==> src/rtl/multi_channel_button_debouncer_defines.svh <==
// Assertion macros shared by the debouncer RTL.
// Included by the lane, merge and top-level files; no other dependencies.
`ifndef MULTI_CHANNEL_BUTTON_DEBOUNCER_DEFINES_SVH
`define MULTI_CHANNEL_BUTTON_DEBOUNCER_DEFINES_SVH

`ifndef SYNTHESIS
// Same-cycle implication, disabled while reset is asserted.
`define MCBD_ASSERT_IMP(lbl, clk, rstn, ante, cons) \
  lbl: assert property (@(posedge clk) disable iff (!rstn) (ante) |-> (cons)) \
    else $error("assertion failed: same-cycle check");
// Next-cycle implication, disabled while reset is asserted.
`define MCBD_ASSERT_NXT(lbl, clk, rstn, ante, cons) \
  lbl: assert property (@(posedge clk) disable iff (!rstn) (ante) |=> (cons)) \
    else $error("assertion failed: next-cycle check");
`else
`define MCBD_ASSERT_IMP(lbl, clk, rstn, ante, cons)
`define MCBD_ASSERT_NXT(lbl, clk, rstn, ante, cons)
`endif

`endif

==> src/rtl/mcbd_pkg.sv <==
// Shared types and constants for the multi-channel button debouncer.
// Used by mcbd_lane, mcbd_merge and the top level; depends on nothing.
package mcbd_pkg;

  // Fixed field widths.
  localparam int unsigned LANES_MAX    = 16;
  localparam int unsigned CH_W         = 4;
  localparam int unsigned CNT_W        = 8;
  localparam int unsigned THR_WORD_W   = 64;
  localparam int unsigned CFG_IDX_W    = 2;
  localparam int unsigned CHANNELS_DEF = 16;

  // Counter constants.
  localparam logic [CNT_W-1:0] THR_MIN     = 8'd3;
  localparam logic [CNT_W-1:0] RELOAD_HIGH = 8'd3;
  localparam logic [CNT_W-1:0] RELOAD_LOW  = 8'd1;
  localparam logic [THR_WORD_W-1:0] THR_RESET = 64'h0505_0505_0505_0505;

  // Input action codes.
  typedef enum logic [1:0] {
    ACT_TICK   = 2'd0,
    ACT_ENABLE = 2'd1,
    ACT_READ   = 2'd2
  } action_e;

  // Configuration register indexes.
  typedef enum logic [CFG_IDX_W-1:0] {
    CFG_ACTIVE_LEVEL = 2'd0,
    CFG_THR_LOW      = 2'd1,
    CFG_THR_HIGH     = 2'd2
  } cfg_idx_e;

  // Per-lane control for one accepted beat.
  typedef struct packed {
    logic tick;
    logic pressed;
    logic enable_hit;
    logic disable_hit;
  } lane_ctrl_t;

  // Per-lane result for one accepted beat.
  typedef struct packed {
    logic status;
    logic rise;
    logic fall;
    logic clr;
  } lane_res_t;

endpackage

==> src/rtl/mcbd_lane.sv <==
// One debounce lane: counter, debounced status, previous status, disable bit.
// Depends on mcbd_pkg and the debouncer assertion macros.
`include "multi_channel_button_debouncer_defines.svh"

module mcbd_lane (
  input  logic                           clk_i,
  input  logic                           rst_ni,
  input  mcbd_pkg::lane_ctrl_t           ctrl_i,
  input  logic [mcbd_pkg::CNT_W-1:0]     thr_i,
  output mcbd_pkg::lane_res_t            res_o
);
  import mcbd_pkg::*;

  logic [CNT_W-1:0] cnt_q, cnt_d;
  logic             status_q, status_d;
  logic             prev_q, prev_d;
  logic             dis_q, dis_d;
  logic [CNT_W-1:0] thr_eff;
  logic [CNT_W-1:0] cnt_inc;
  logic [CNT_W-1:0] cnt_dec;

  // Threshold floor and counter arithmetic.
  assign thr_eff = (thr_i < THR_MIN) ? THR_MIN : thr_i;
  assign cnt_inc = cnt_q + CNT_W'(1);
  assign cnt_dec = cnt_q - CNT_W'(1);

  // Next state for one beat. A disabled lane always counts as released.
  always_comb begin
    cnt_d    = cnt_q;
    status_d = status_q;
    dis_d    = dis_q;
    if (ctrl_i.tick) begin
      if (ctrl_i.pressed && !dis_q) begin
        if (cnt_inc >= thr_eff) begin
          cnt_d    = RELOAD_HIGH;
          status_d = 1'b1;
        end else begin
          cnt_d = cnt_inc;
        end
      end else begin
        if (cnt_dec == '0) begin
          cnt_d    = RELOAD_LOW;
          status_d = 1'b0;
        end else begin
          cnt_d = cnt_dec;
        end
      end
    end
    if (ctrl_i.enable_hit) begin
      dis_d = 1'b0;
      cnt_d = RELOAD_LOW;
    end
    if (ctrl_i.disable_hit) begin
      dis_d    = 1'b1;
      status_d = 1'b0;
    end
    prev_d = ctrl_i.tick ? status_d : prev_q;
  end

  // Edge detection is only reported on ticks.
  always_comb begin
    res_o.status = status_d;
    res_o.rise   = ctrl_i.tick & status_d & ~prev_q;
    res_o.fall   = ctrl_i.tick & ~status_d & prev_q;
    res_o.clr    = ctrl_i.disable_hit;
  end

  // Lane state registers.
  always_ff @(posedge clk_i or negedge rst_ni) begin
    if (!rst_ni) begin
      cnt_q    <= RELOAD_LOW;
      status_q <= 1'b0;
      prev_q   <= 1'b0;
      dis_q    <= 1'b0;
    end else begin
      cnt_q    <= cnt_d;
      status_q <= status_d;
      prev_q   <= prev_d;
      dis_q    <= dis_d;
    end
  end

  // The counter reloads before it can reach the all-ones value or wrap to zero.
  `MCBD_ASSERT_IMP(a_cnt_range, clk_i, rst_ni, 1'b1, (cnt_q != '0) && (cnt_q != '1))
  // A disabled lane never shows a pressed status.
  `MCBD_ASSERT_IMP(a_dis_status, clk_i, rst_ni, dis_q, !status_q)

endmodule

==> src/rtl/mcbd_merge.sv <==
// Merge stage: combines lane results into event flags and the output beat.
// Depends on mcbd_pkg and the debouncer assertion macros.
`include "multi_channel_button_debouncer_defines.svh"

module mcbd_merge (
  input  logic                              clk_i,
  input  logic                              rst_ni,
  input  logic                              step_i,
  input  logic [mcbd_pkg::LANES_MAX-1:0]    status_v_i,
  input  logic [mcbd_pkg::LANES_MAX-1:0]    rise_v_i,
  input  logic [mcbd_pkg::LANES_MAX-1:0]    fall_v_i,
  input  logic [mcbd_pkg::LANES_MAX-1:0]    clr_v_i,
  input  logic [mcbd_pkg::LANES_MAX-1:0]    read_v_i,
  input  logic                              out_ready_i,
  output logic                              out_valid_o,
  output logic [mcbd_pkg::LANES_MAX-1:0]    status_bits_o,
  output logic [mcbd_pkg::LANES_MAX-1:0]    event_bits_o,
  output logic                              event_read_o
);
  import mcbd_pkg::*;

  logic [LANES_MAX-1:0] flags_q, flags_d;
  logic [LANES_MAX-1:0] step_flags;
  logic                 out_valid_q, out_valid_d;
  logic [LANES_MAX-1:0] status_bits_q;
  logic [LANES_MAX-1:0] event_bits_q;
  logic                 event_read_q;

  // Event flags after the step, then the read-and-clear.
  always_comb begin
    step_flags = flags_q;
    if (step_i) begin
      step_flags = (flags_q | rise_v_i) & ~fall_v_i & ~clr_v_i;
    end
    flags_d     = step_i ? (step_flags & ~read_v_i) : flags_q;
    out_valid_d = step_i | (out_valid_q & ~out_ready_i);
  end

  // Flag state and output beat register.
  always_ff @(posedge clk_i or negedge rst_ni) begin
    if (!rst_ni) begin
      flags_q     <= '0;
      out_valid_q <= 1'b0;
    end else begin
      flags_q     <= flags_d;
      out_valid_q <= out_valid_d;
    end
  end

  // Payload of the output beat; loaded on every accepted input beat.
  always_ff @(posedge clk_i) begin
    if (step_i) begin
      status_bits_q <= status_v_i;
      event_bits_q  <= step_flags;
      event_read_q  <= |(step_flags & read_v_i);
    end
  end

  assign out_valid_o   = out_valid_q;
  assign status_bits_o = status_bits_q;
  assign event_bits_o  = event_bits_q;
  assign event_read_o  = event_read_q;

  // A latched event always belongs to a channel that is pressed.
  `MCBD_ASSERT_IMP(a_evt_subset, clk_i, rst_ni, out_valid_q, (event_bits_q & ~status_bits_q) == '0)
  // A read can only return a flag that was shown in the same beat.
  `MCBD_ASSERT_IMP(a_read_flag, clk_i, rst_ni, out_valid_q && event_read_q, event_bits_q != '0)
  // A read clears the addressed flag.
  `MCBD_ASSERT_NXT(a_read_clr, clk_i, rst_ni, step_i && (read_v_i != '0), (flags_q & $past(read_v_i)) == '0)

endmodule

==> src/rtl/multi_channel_button_debouncer.sv <==
// Top level of the multi-channel button debouncer: config registers, lanes, merge.
// Depends on mcbd_pkg, mcbd_lane, mcbd_merge and the assertion macros.
//
//   Channel   Direction  Handshake                  Payload
//   in        input      in_valid_i / in_ready_o    action_i, pin_levels_i, channel_i, enable_i
//   out       output     out_valid_o / out_ready_i  status_bits_o, event_bits_o, event_read_o
//   cfg       input      cfg_we_i                   cfg_idx_i, cfg_data_i
//
// Every input beat yields one output beat in the cycle after it is accepted.
// All lanes update in the same cycle, so one beat can be taken per cycle;
// the single output register sets the rate to one beat per cycle while
// the output side keeps up. A stalled output beat holds the input only if
// the output register is full and not being taken. After reset all counters
// are 1, all channels enabled, thresholds 5, and the block is ready at once.
`include "multi_channel_button_debouncer_defines.svh"

module multi_channel_button_debouncer #(
  parameter int unsigned CHANNELS = mcbd_pkg::CHANNELS_DEF
) (
  input  logic                                clk_i,
  input  logic                                rst_ni,
  input  logic                                in_valid_i,
  output logic                                in_ready_o,
  input  logic [1:0]                          action_i,
  input  logic [mcbd_pkg::LANES_MAX-1:0]      pin_levels_i,
  input  logic [mcbd_pkg::CH_W-1:0]           channel_i,
  input  logic                                enable_i,
  output logic                                out_valid_o,
  input  logic                                out_ready_i,
  output logic [mcbd_pkg::LANES_MAX-1:0]      status_bits_o,
  output logic [mcbd_pkg::LANES_MAX-1:0]      event_bits_o,
  output logic                                event_read_o,
  input  logic                                cfg_we_i,
  input  logic [mcbd_pkg::CFG_IDX_W-1:0]      cfg_idx_i,
  input  logic [mcbd_pkg::THR_WORD_W-1:0]     cfg_data_i
);
  import mcbd_pkg::*;

  logic                    level_q;
  logic [THR_WORD_W-1:0]   thr_lo_q;
  logic [THR_WORD_W-1:0]   thr_hi_q;
  logic [2*THR_WORD_W-1:0] thr_all;
  logic                    step;
  logic                    is_tick, is_en, is_rd;
  logic                    ch_ok;
  logic [LANES_MAX-1:0]    status_v, rise_v, fall_v, clr_v, read_v;

  // Configuration registers.
  always_ff @(posedge clk_i or negedge rst_ni) begin
    if (!rst_ni) begin
      level_q  <= 1'b0;
      thr_lo_q <= THR_RESET;
      thr_hi_q <= THR_RESET;
    end else if (cfg_we_i) begin
      case (cfg_idx_e'(cfg_idx_i))
        CFG_ACTIVE_LEVEL: level_q  <= cfg_data_i[0];
        CFG_THR_LOW:      thr_lo_q <= cfg_data_i;
        CFG_THR_HIGH:     thr_hi_q <= cfg_data_i;
        default: ;
      endcase
    end
  end

  assign thr_all = {thr_hi_q, thr_lo_q};

  // Input handshake: take a beat whenever the output register frees up.
  assign in_ready_o = !out_valid_o || out_ready_i;
  assign step       = in_valid_i && in_ready_o;

  // Action decode.
  always_comb begin
    is_tick = 1'b0;
    is_en   = 1'b0;
    is_rd   = 1'b0;
    case (action_e'(action_i))
      ACT_TICK:   is_tick = step;
      ACT_ENABLE: is_en   = step;
      ACT_READ:   is_rd   = step;
      default: ;
    endcase
  end

  assign ch_ok = ({1'b0, channel_i} < (CH_W + 1)'(CHANNELS));

  // Lanes; those beyond CHANNELS report zero.
  for (genvar c = 0; c < LANES_MAX; c++) begin : g_lane
    if (c < CHANNELS) begin : g_on
      lane_ctrl_t ctrl;
      lane_res_t  res;
      logic       sel;

      assign sel              = ch_ok && (channel_i == CH_W'(c));
      assign ctrl.tick        = is_tick;
      assign ctrl.pressed     = (pin_levels_i[c] == level_q);
      assign ctrl.enable_hit  = is_en && sel && enable_i;
      assign ctrl.disable_hit = is_en && sel && !enable_i;

      mcbd_lane u_lane (
        .clk_i  (clk_i),
        .rst_ni (rst_ni),
        .ctrl_i (ctrl),
        .thr_i  (thr_all[c*CNT_W +: CNT_W]),
        .res_o  (res)
      );

      assign status_v[c] = res.status;
      assign rise_v[c]   = res.rise;
      assign fall_v[c]   = res.fall;
      assign clr_v[c]    = res.clr;
      assign read_v[c]   = is_rd && sel;
    end else begin : g_off
      assign status_v[c] = 1'b0;
      assign rise_v[c]   = 1'b0;
      assign fall_v[c]   = 1'b0;
      assign clr_v[c]    = 1'b0;
      assign read_v[c]   = 1'b0;
    end
  end

  // Merge lane results into the output beat.
  mcbd_merge u_merge (
    .clk_i         (clk_i),
    .rst_ni        (rst_ni),
    .step_i        (step),
    .status_v_i    (status_v),
    .rise_v_i      (rise_v),
    .fall_v_i      (fall_v),
    .clr_v_i       (clr_v),
    .read_v_i      (read_v),
    .out_ready_i   (out_ready_i),
    .out_valid_o   (out_valid_o),
    .status_bits_o (status_bits_o),
    .event_bits_o  (event_bits_o),
    .event_read_o  (event_read_o)
  );

  // Every accepted beat produces an output beat in the next cycle.
  `MCBD_ASSERT_NXT(a_step_out, clk_i, rst_ni, step, out_valid_o)
  // At most one lane is addressed by an enable or read beat.
  `MCBD_ASSERT_IMP(a_one_sel, clk_i, rst_ni, 1'b1, $onehot0(read_v | clr_v))

endmodule

==> config.mk <==
export PLATFORM = sky130hd
export DESIGN_NAME = multi_channel_button_debouncer
export DESIGN_NICKNAME = d
export VERILOG_FILES = /design/src/rtl/mcbd_pkg.sv /design/src/rtl/mcbd_lane.sv /design/src/rtl/mcbd_merge.sv /design/src/rtl/multi_channel_button_debouncer.sv
export VERILOG_INCLUDE_DIRS = /design/src /design/src/rtl
export SDC_FILE = /design/constraint.sdc
export NUM_CORES = 1
export LEC_CHECK = 0
export BUFFER_PORTS_ARGS = -buffer_cell sky130_fd_sc_hd__buf_2
export CORE_MARGIN = 4
export CORE_UTILIZATION = 59
export CTS_BUF_LIST = sky130_fd_sc_hd__clkbuf_16
export DETAILED_ROUTE_END_ITERATION = 6
export HOLD_SLACK_MARGIN = 0.08
export PLACE_DENSITY = 0.87
export SLEW_MARGIN = 0
export SYNTH_ARGS = -nofsm -noshare
export SYNTH_HDL_FRONTEND = slang
export SYNTH_SLANG_ARGS = --single-unit
==> constraint.sdc <==
create_clock -name clk_i -period 3.52 [get_ports clk_i]
set_input_delay 0.352 -clock clk_i [delete_from_list [all_inputs] [get_ports clk_i]]
set_output_delay 0.352 -clock clk_i [all_outputs]
set_load 0.02 [all_outputs]
==> impl_metrics.toml, run 1 <==
[synth]
ys.flop_type = "dfrtp_1"
synth_mux_area_share_pct = 7.31
postSynthAreaPerCell_um2 = 8.87
yosysWarnings = 0
netlist_instances = 2698
synth_compound_area_share_pct = 16.9
synth_edf_count = 33
synthSimpleGateAreaFrac_pct = 18.5
synth_nets = 2968
async_flop_share_pct = 90.7
synth_cell_types = 93
ys_ff_latch = 355
synth_top_family_by_area = "simple AND/OR/NAND/NOR gates"
synth_area_um2 = 23900
ys_seq_area_share_pct = 38.1
synthXorXnorAreaFrac_pct = 5.23
synthAdderAreaFrac_pct = 9.20

[pwr]
power_density_nw_per_um2 = 772
fin_total_pwr_uw = 20900
peakVddDrop_mv = 0.431
power_leakage_uw = 0.0123

[worst_setup_path]
critPathCaptureType = "flop"
worstSetupStartpointType = "flop"
path_class = "flop to flop"
required_ps = 3990
critPathArrivalTime_ps = 3790
crit_fanout = 9

[cts]
post_cts_buffers = 0
cts_buffer_depth = 3
clk_pin_slew_ps = 60
cts_buffers = 41
cts_tree = "built"
clock-sinks = 355
htree_levels = 2
cts-root-buf = "clkbuf_16"
clock_latency_ps = 570

[timing]
hold_viol_final = 0
min_period_ps = 3320
tightest_slew_ps = 990
tns_ps = 0
rsz0062_at_grt = "false"
fin_skew_ps = 32.8
max-slew-margin-rel_pct = 34.0
report.final.slew_viol_count = 0
fmax_ghz = 0.301
period_share_pct = 94.4
finalSetupViolCount = 0

[floorplanning]
dieArea_um2 = 43900
coreArea_um2 = 39900
rows = 73
start_util_pct = 60.0
die_h_um = 209
ios = 129
die_w_um = 209

[outcome]
outcome = "complete, no violations"

[drt]
drc = 0
drt_wl_total_um = 62500
via_per_inst = 6.18
ant_nets = 0
vias = 20879
wire_per_inst_um = 18.5
dr.pass1.iters = 7
drt-initial-drc-count = 2055

[cells_and_area]
drive_above_1_share_pct = 16.1
layout_commonest_cell = "nor2_1"
layout_common_cells = "nor2_1, dfrtp_1, o21ai_0"
fill_cells = 2997
syn_to_final_growth_pct = 13.0
nets = 3088

[placement]
gp_congestion = 0.958
dp_hpwl_um = 43700
port_buffers = 128

[global_route]
grt_pass1_wl_um = 103000
grt.total_usage_pct = 27.9
antenna_found_initial = 8
grt_overflow = 0
grt_max_degree = 101
grt_pass1_vias = 20529

[flow_run]
drv_cap = 0

[min_path]
hp-class = "input port to flop"
==> metrics by stage <==
stage               worst slack [ps]  cells  utilization [%]  hold slack (ps)  cell area [um2]
floorplan                        503   2698                -             56.4            23900
global placement                 279   3236             62.6              459            25000
detailed placement               250   3236             62.6              467            25000
CTS                              219   3376             67.7             87.6            27000
global route                    5.48   3380             67.8              102            27100
finish                           198   3381             67.8              119            27100
==> cell families (layout without fill, tap and decap cells) <==
kind of cell,Yosys count,in the layout
other,0,5
and+or+nand+nor,917,917
DFF,355,355
xor gates and xnor gates,143,143
adders and majority gates,176,176
muxes,158,158
buffers and inverters,298,451
AOI/OAI and AO/OA,651,651
==> where the power goes <==
group          leakage [uW]  total, uW  internal, uW  switching, uW
Combinational       0.00738       8970          4070           4900
Clock              0.000711       4480          2720           1760
Sequential          0.00424       7440          5540           1910
Total                0.0123      20900         12300           8560
==> what timing repair did <==
action / in CTS / in global routing
gates resized for setup: 0 / 4
endpoints found under the setup margin: 0 / 5
hold endpoints to repair: 204 / 0
hold buffers: 64 / 0
==> final cells by class <==
class | count | area (um2) | area share [%]
Multi-Input combinational cell | 2045 | 13700 | 50.6
Sequential cell | 355 | 9110 | 33.7
Timing Repair Buffer | 227 | 1620 | 5.97
Clock buffer | 43 | 1080 | 3.98
Tap cell | 525 | 657 | 2.43
Inverter | 148 | 556 | 2.05
Clock inverter | 33 | 335 | 1.24
Antenna cell | 5 | 12.5 | 0.0462
==> state kept, by name (all words and copies together), names as in the netlist <==
name and flops:
thr_hi_q 64, g_lane.g_on.u_lane.prev_q 16, thr_lo_q 64, u_merge.out_valid_o 1
g_lane.g_on.u_lane.status_q 16, g_lane.g_on.u_lane.dis_q 16, u_merge.flags_q 16, u_merge.event_bits_o 16
level_q 1, g_lane.g_on.u_lane.cnt_q 128, u_merge.status_bits_o 16, u_merge.event_read_o 1
==> Yosys cell counts, types with 12 or more instances <==
cell type    n  area share (%)
o21ai_0    218             4.6
or3_1       14            0.37
nor2b_1     41             1.1
dfstp_2     48             5.3
a21oi_1    139             2.9
o21ai_1     21            0.44
mux2i_1     23            0.96
nand3_1     71             1.5
and3_1      26            0.68
inv_1      147             2.3
a211oi_1    17            0.53
ha_1       176             9.2
o31ai_1     39             1.2
dfrtp_1    274              29
nand2_1    188             2.9
xnor2_1     82             3.0
mux2_2     135             6.4
nor4_1      26            0.68
clkbuf_1   122             1.9
nand4_1     18            0.47
a31o_2      17            0.62
nand2b_1    65             1.7
nor3_1      93             1.9
a31oi_1     35            0.91
o22ai_1     12            0.31
nor2_1     311             4.9
buf_1       13            0.20
xor2_1      61             2.2
a21o_1      43             1.3
edfxtp_1    33             4.1
==> per-layer routing <==
layer / part of all wire [%] / global-route usage [%]
met2: 48 / 46.6
met1: 43 / 37.3
met3: 6.7 / 4.89
met4: 2.9 / 8.78
met5: 0.061 / 0
==> worst max-delay path, cell delays in order, from the launching register on <==
cell	delay, ps
dfstp_2	620
ha_1	250
nand3_1	130
nor2_1	160
xor2_1	260
ha_1	310
a21o_1	190
a21oi_1	180
a21oi_1	90
a41o_1	280
nand2b_1	270
nor3b_1	300
a21oi_1	70
nor2_1	110
==> worst paths after layout <==
kind | from | endpoint | slack [ps] | cells past startpoint
max | g_lane[9].g_on.u_lane.cnt_q[0] | g_lane[9].g_on.u_lane.cnt_q[5] | 200 | 13
min | in_valid_i | u_merge.out_valid_o | 120 | 2
max reg2reg | g_lane[9].g_on.u_lane.cnt_q[0] | g_lane[9].g_on.u_lane.cnt_q[5] | 200 | 13
min reg2reg | g_lane[9].g_on.u_lane.prev_q | g_lane[9].g_on.u_lane.prev_q | 480 | 2
max in group asynchronous | rst_ni | thr_hi_q[18] | 2120 | 3
min in group asynchronous | rst_ni | thr_lo_q[4] | 460 | 2
No activity file was read; power rests on OpenSTA's default activity.
==> run 2, diff against run 1 <==
--- a/config.mk
+++ b/config.mk
@@ -16,4 +16,5 @@
 export SLEW_MARGIN = 0
 export SYNTH_ARGS = -nofsm -noshare
 export SYNTH_HDL_FRONTEND = slang
+export SYNTH_HIERARCHICAL = 1
 export SYNTH_SLANG_ARGS = --single-unit
==> run 2 against run 1 <==
Effect of this change:
- the flow now finishes with violations (negative setup slack)
- largest cell class unchanged
- final area increased by 21%
- die area increased by 15%
- combinational power increased by 33%
- synthesized cell count increased by 13%
- via count increased by 22%
- largest power group unchanged
- sequential cell count unchanged
==> impl_metrics.toml, run 2 <==
[synth]
ys_top_cells_by_area = "dfrtp_1, ha_1, dfstp_2"
synth_nets = 3325
netlist_instances = 3055
yosysTopAreaCellShare_pct = 24.7
ys_seq_area_share_pct = 32.9
synthTopCellsByCount = "dfrtp_1, inv_1, a21oi_1, nand2_1, ha_1"
synth_cell_types = 65
yosys.cell_count.top_type = "dfrtp_1"
synth_edf_count = 33
synth_area_um2 = 27700
ys_ff_latch = 355
async_flop_share_pct = 90.7
synth_top_area_cell = "dfrtp_1"
ys.flop_type = "dfrtp_1"
yosysWarnings = 6
postSynthAreaPerCell_um2 = 9.07

[floorplanning]
die_w_um = 225
dieArea_um2 = 50500
rows = 79
ios = 129
start_util_pct = 59.6
coreArea_um2 = 46500
die_h_um = 225

[min_path]
whs_path_depth = 3
hp-class = "input port to flop"

[cells_and_area]
layout_common_cells = "buf_4, dfrtp_1, inv_1"
multiInputGateArea_um2 = 16900
nets = 3630
largest_register_ffs = 128
syn_to_final_growth_pct = 18.3
fill_cells = 3311
top_register = "g_lane.g_on.u_lane/cnt_q"
ff_latch_area_um2 = 9120
layout_commonest_cell = "buf_4"
fin_util_pct = 70.5
reg_top3 = "g_lane.g_on.u_lane/cnt_q (128), thr_hi_q (64), thr_lo_q (64)"
stdcell_area_um2 = 32800
drive_above_1_share_pct = 26.4

[timing]
rsz0062_at_grt = "true"
timing.final.ws_setup_ps = -81.5
tightest_slew_ps = 1070
finalSetupViolCount = 1
tns_ps = -81.5
max-slew-margin-rel_pct = 28.6
hold_slack_ps = 117
hold_viol_final = 0
min_period_ps = 3600
report.final.slew_viol_count = 0
fmax_ghz = 0.278
period_share_pct = 102
fin_skew_ps = 20.2

[placement]
dp_hpwl_um = 54600
port_buffers = 128
gp_congestion = 0.960
place_ws_ps = -178
place_area_um2 = 30100

[worst_setup_path]
slowest_stage = "dfstp_2"
ff2ff_path_depth = 13
path_class = "flop to flop"
crit_chain = "nand3_1, or3_1, nand2_1, ha_1, a21oi_1, o21ai_4, a31oi_4, o41a_4, o211a_1, o21ai_2, nand3b_1, nand4_1, or4_1"
max_stage_delay_ps = 590
required_ps = 3820
critPathArrivalTime_ps = 3910
crit_fanout = 6
critPathCaptureType = "flop"
worstSetupStartpointType = "flop"

[drt]
drt_wl_total_um = 79900
drc = 0
vias = 25522
wire_per_inst_um = 20.0
ant_nets = 0
dr.pass1.iters = 6
drt-initial-drc-count = 2561
via_per_inst = 6.37

[pwr]
seq_power_share_pct = 29.9
peakVddDrop_mv = 0.470
p_int_uw = 13300
comb_power_share_pct = 51.6
power_leakage_uw = 0.0144
sw_frac_of_total_pct = 42.1
power_density_nw_per_um2 = 703
power_frac_clock_pct = 18.6
switching_power_uw = 9700

[outcome]
violations = "negative setup slack"
outcome = "finished with violations"

[cts]
cts-root-buf = "clkbuf_16"
clock-sinks = 355
htree_levels = 2
clk_pin_slew_ps = 60
cts_buffer_depth = 3
cts_tree = "built"
clock_latency_ps = 580
cts_buffers = 42

[global_route]
grt_overflow = 0
antenna_found_initial = 8
grt_max_degree = 99
grt_pass1_vias = 25466
grt_pass1_wl_um = 128000
grt.total_usage_pct = 30.5

[flow_run]
drv_cap = 0
## run 2: cell count changes in the layout (fill, tap and decap cells not counted), moves of 36 or more
cell and delta:
buf_4 +293, nor2_1 -157, o21ai_0 -102, inv_1 +70
a21oi_1 +55, mux2_2 -50, o221ai_1 +45, mux2_1 +44
o31ai_1 -39, o22ai_1 +36
## run 2: worst max-delay path: cells and delay by family (launching register included)
kind                     cells  cell delay, ps
AND/OR/NAND/NOR              6            1520
AO/OA/AOI/OAI                6             950
adder cells (fa/ha/maj)      1             250
flip-flops                   1             590
## run 2: logic make-up (layout without fill, tap and decap cells)
group	Yosys count	in the layout	share of synthesized area, %
buf+inv	475	813	7.83
flops	355	355	32.9
fa+ha+maj	176	176	7.95
simple gates	975	975	20.4
mux	177	177	6.98
compound gates	785	785	20.4
xor+xnor	112	112	3.54
other cells	0	6	0
## run 2: what timing repair did
item / 4_1_cts / 5_1_grt
pin swaps: 43 / 48
gates resized for setup: 48 / 52
setup endpoints to repair: 1 / 5
hold buffers: 65 / 0
buffers inserted: 22 / 20
endpoints found under the hold margin: 209 / 0
## run 2: final cells by class
type	instances	area share (%)
antenna	6	0.0458
clock buffer	44	3.36
clock inverter	33	0.691
inverter	210	2.41
multi-input combinational	2225	51.4
sequential	355	27.8
tap	607	2.32
timing repair buffer	526	11.9
## run 2: stage by stage
| stage | total power (uW) | std cells |
|---|---|---|
| 2_1_floorplan | 14400 | 3055 |
| 3_3_place_gp | 17000 | 3816 |
| 3_5_place_dp | 17700 | 3816 |
| 4_1_cts | 22500 | 3980 |
| 5_1_grt | 24500 | 4005 |
| 6_report | 23000 | 4006 |
## run 2: routing by layer
metal / track usage [%] / wire length, um
met2: 52.2 / 39100
met5: 0 / 38
met3: 4.83 / 5660
met1: 38.3 / 31600
met4: 13.5 / 3540
## run 2: power groups by stage
stage,clock network [uW],logic (uW),registers (uW)
after floorplan,0,8070,6290
after global placement,0,10200,6800
after detailed placement,0,10800,6880
after CTS,4340,11300,6810
after global routing,4510,13000,7030
final,4280,11900,6880
## run 2: worst paths after layout
path / startpoint / to / slack [ps]
worst max-delay path: g_lane[6].g_on.u_lane/cnt_q[0] / u_merge/event_read_o / -80
worst min-delay path: out_ready_i / u_merge/out_valid_o / 120
worst max register to register: g_lane[6].g_on.u_lane/cnt_q[0] / u_merge/event_read_o / -80
worst min register to register: g_lane[2].g_on.u_lane/dis_q / g_lane[2].g_on.u_lane/dis_q / 490
max in group asynchronous: rst_ni / g_lane[7].g_on.u_lane/cnt_q[0] / 2090
min in group asynchronous: rst_ni / thr_hi_q[30] / 440
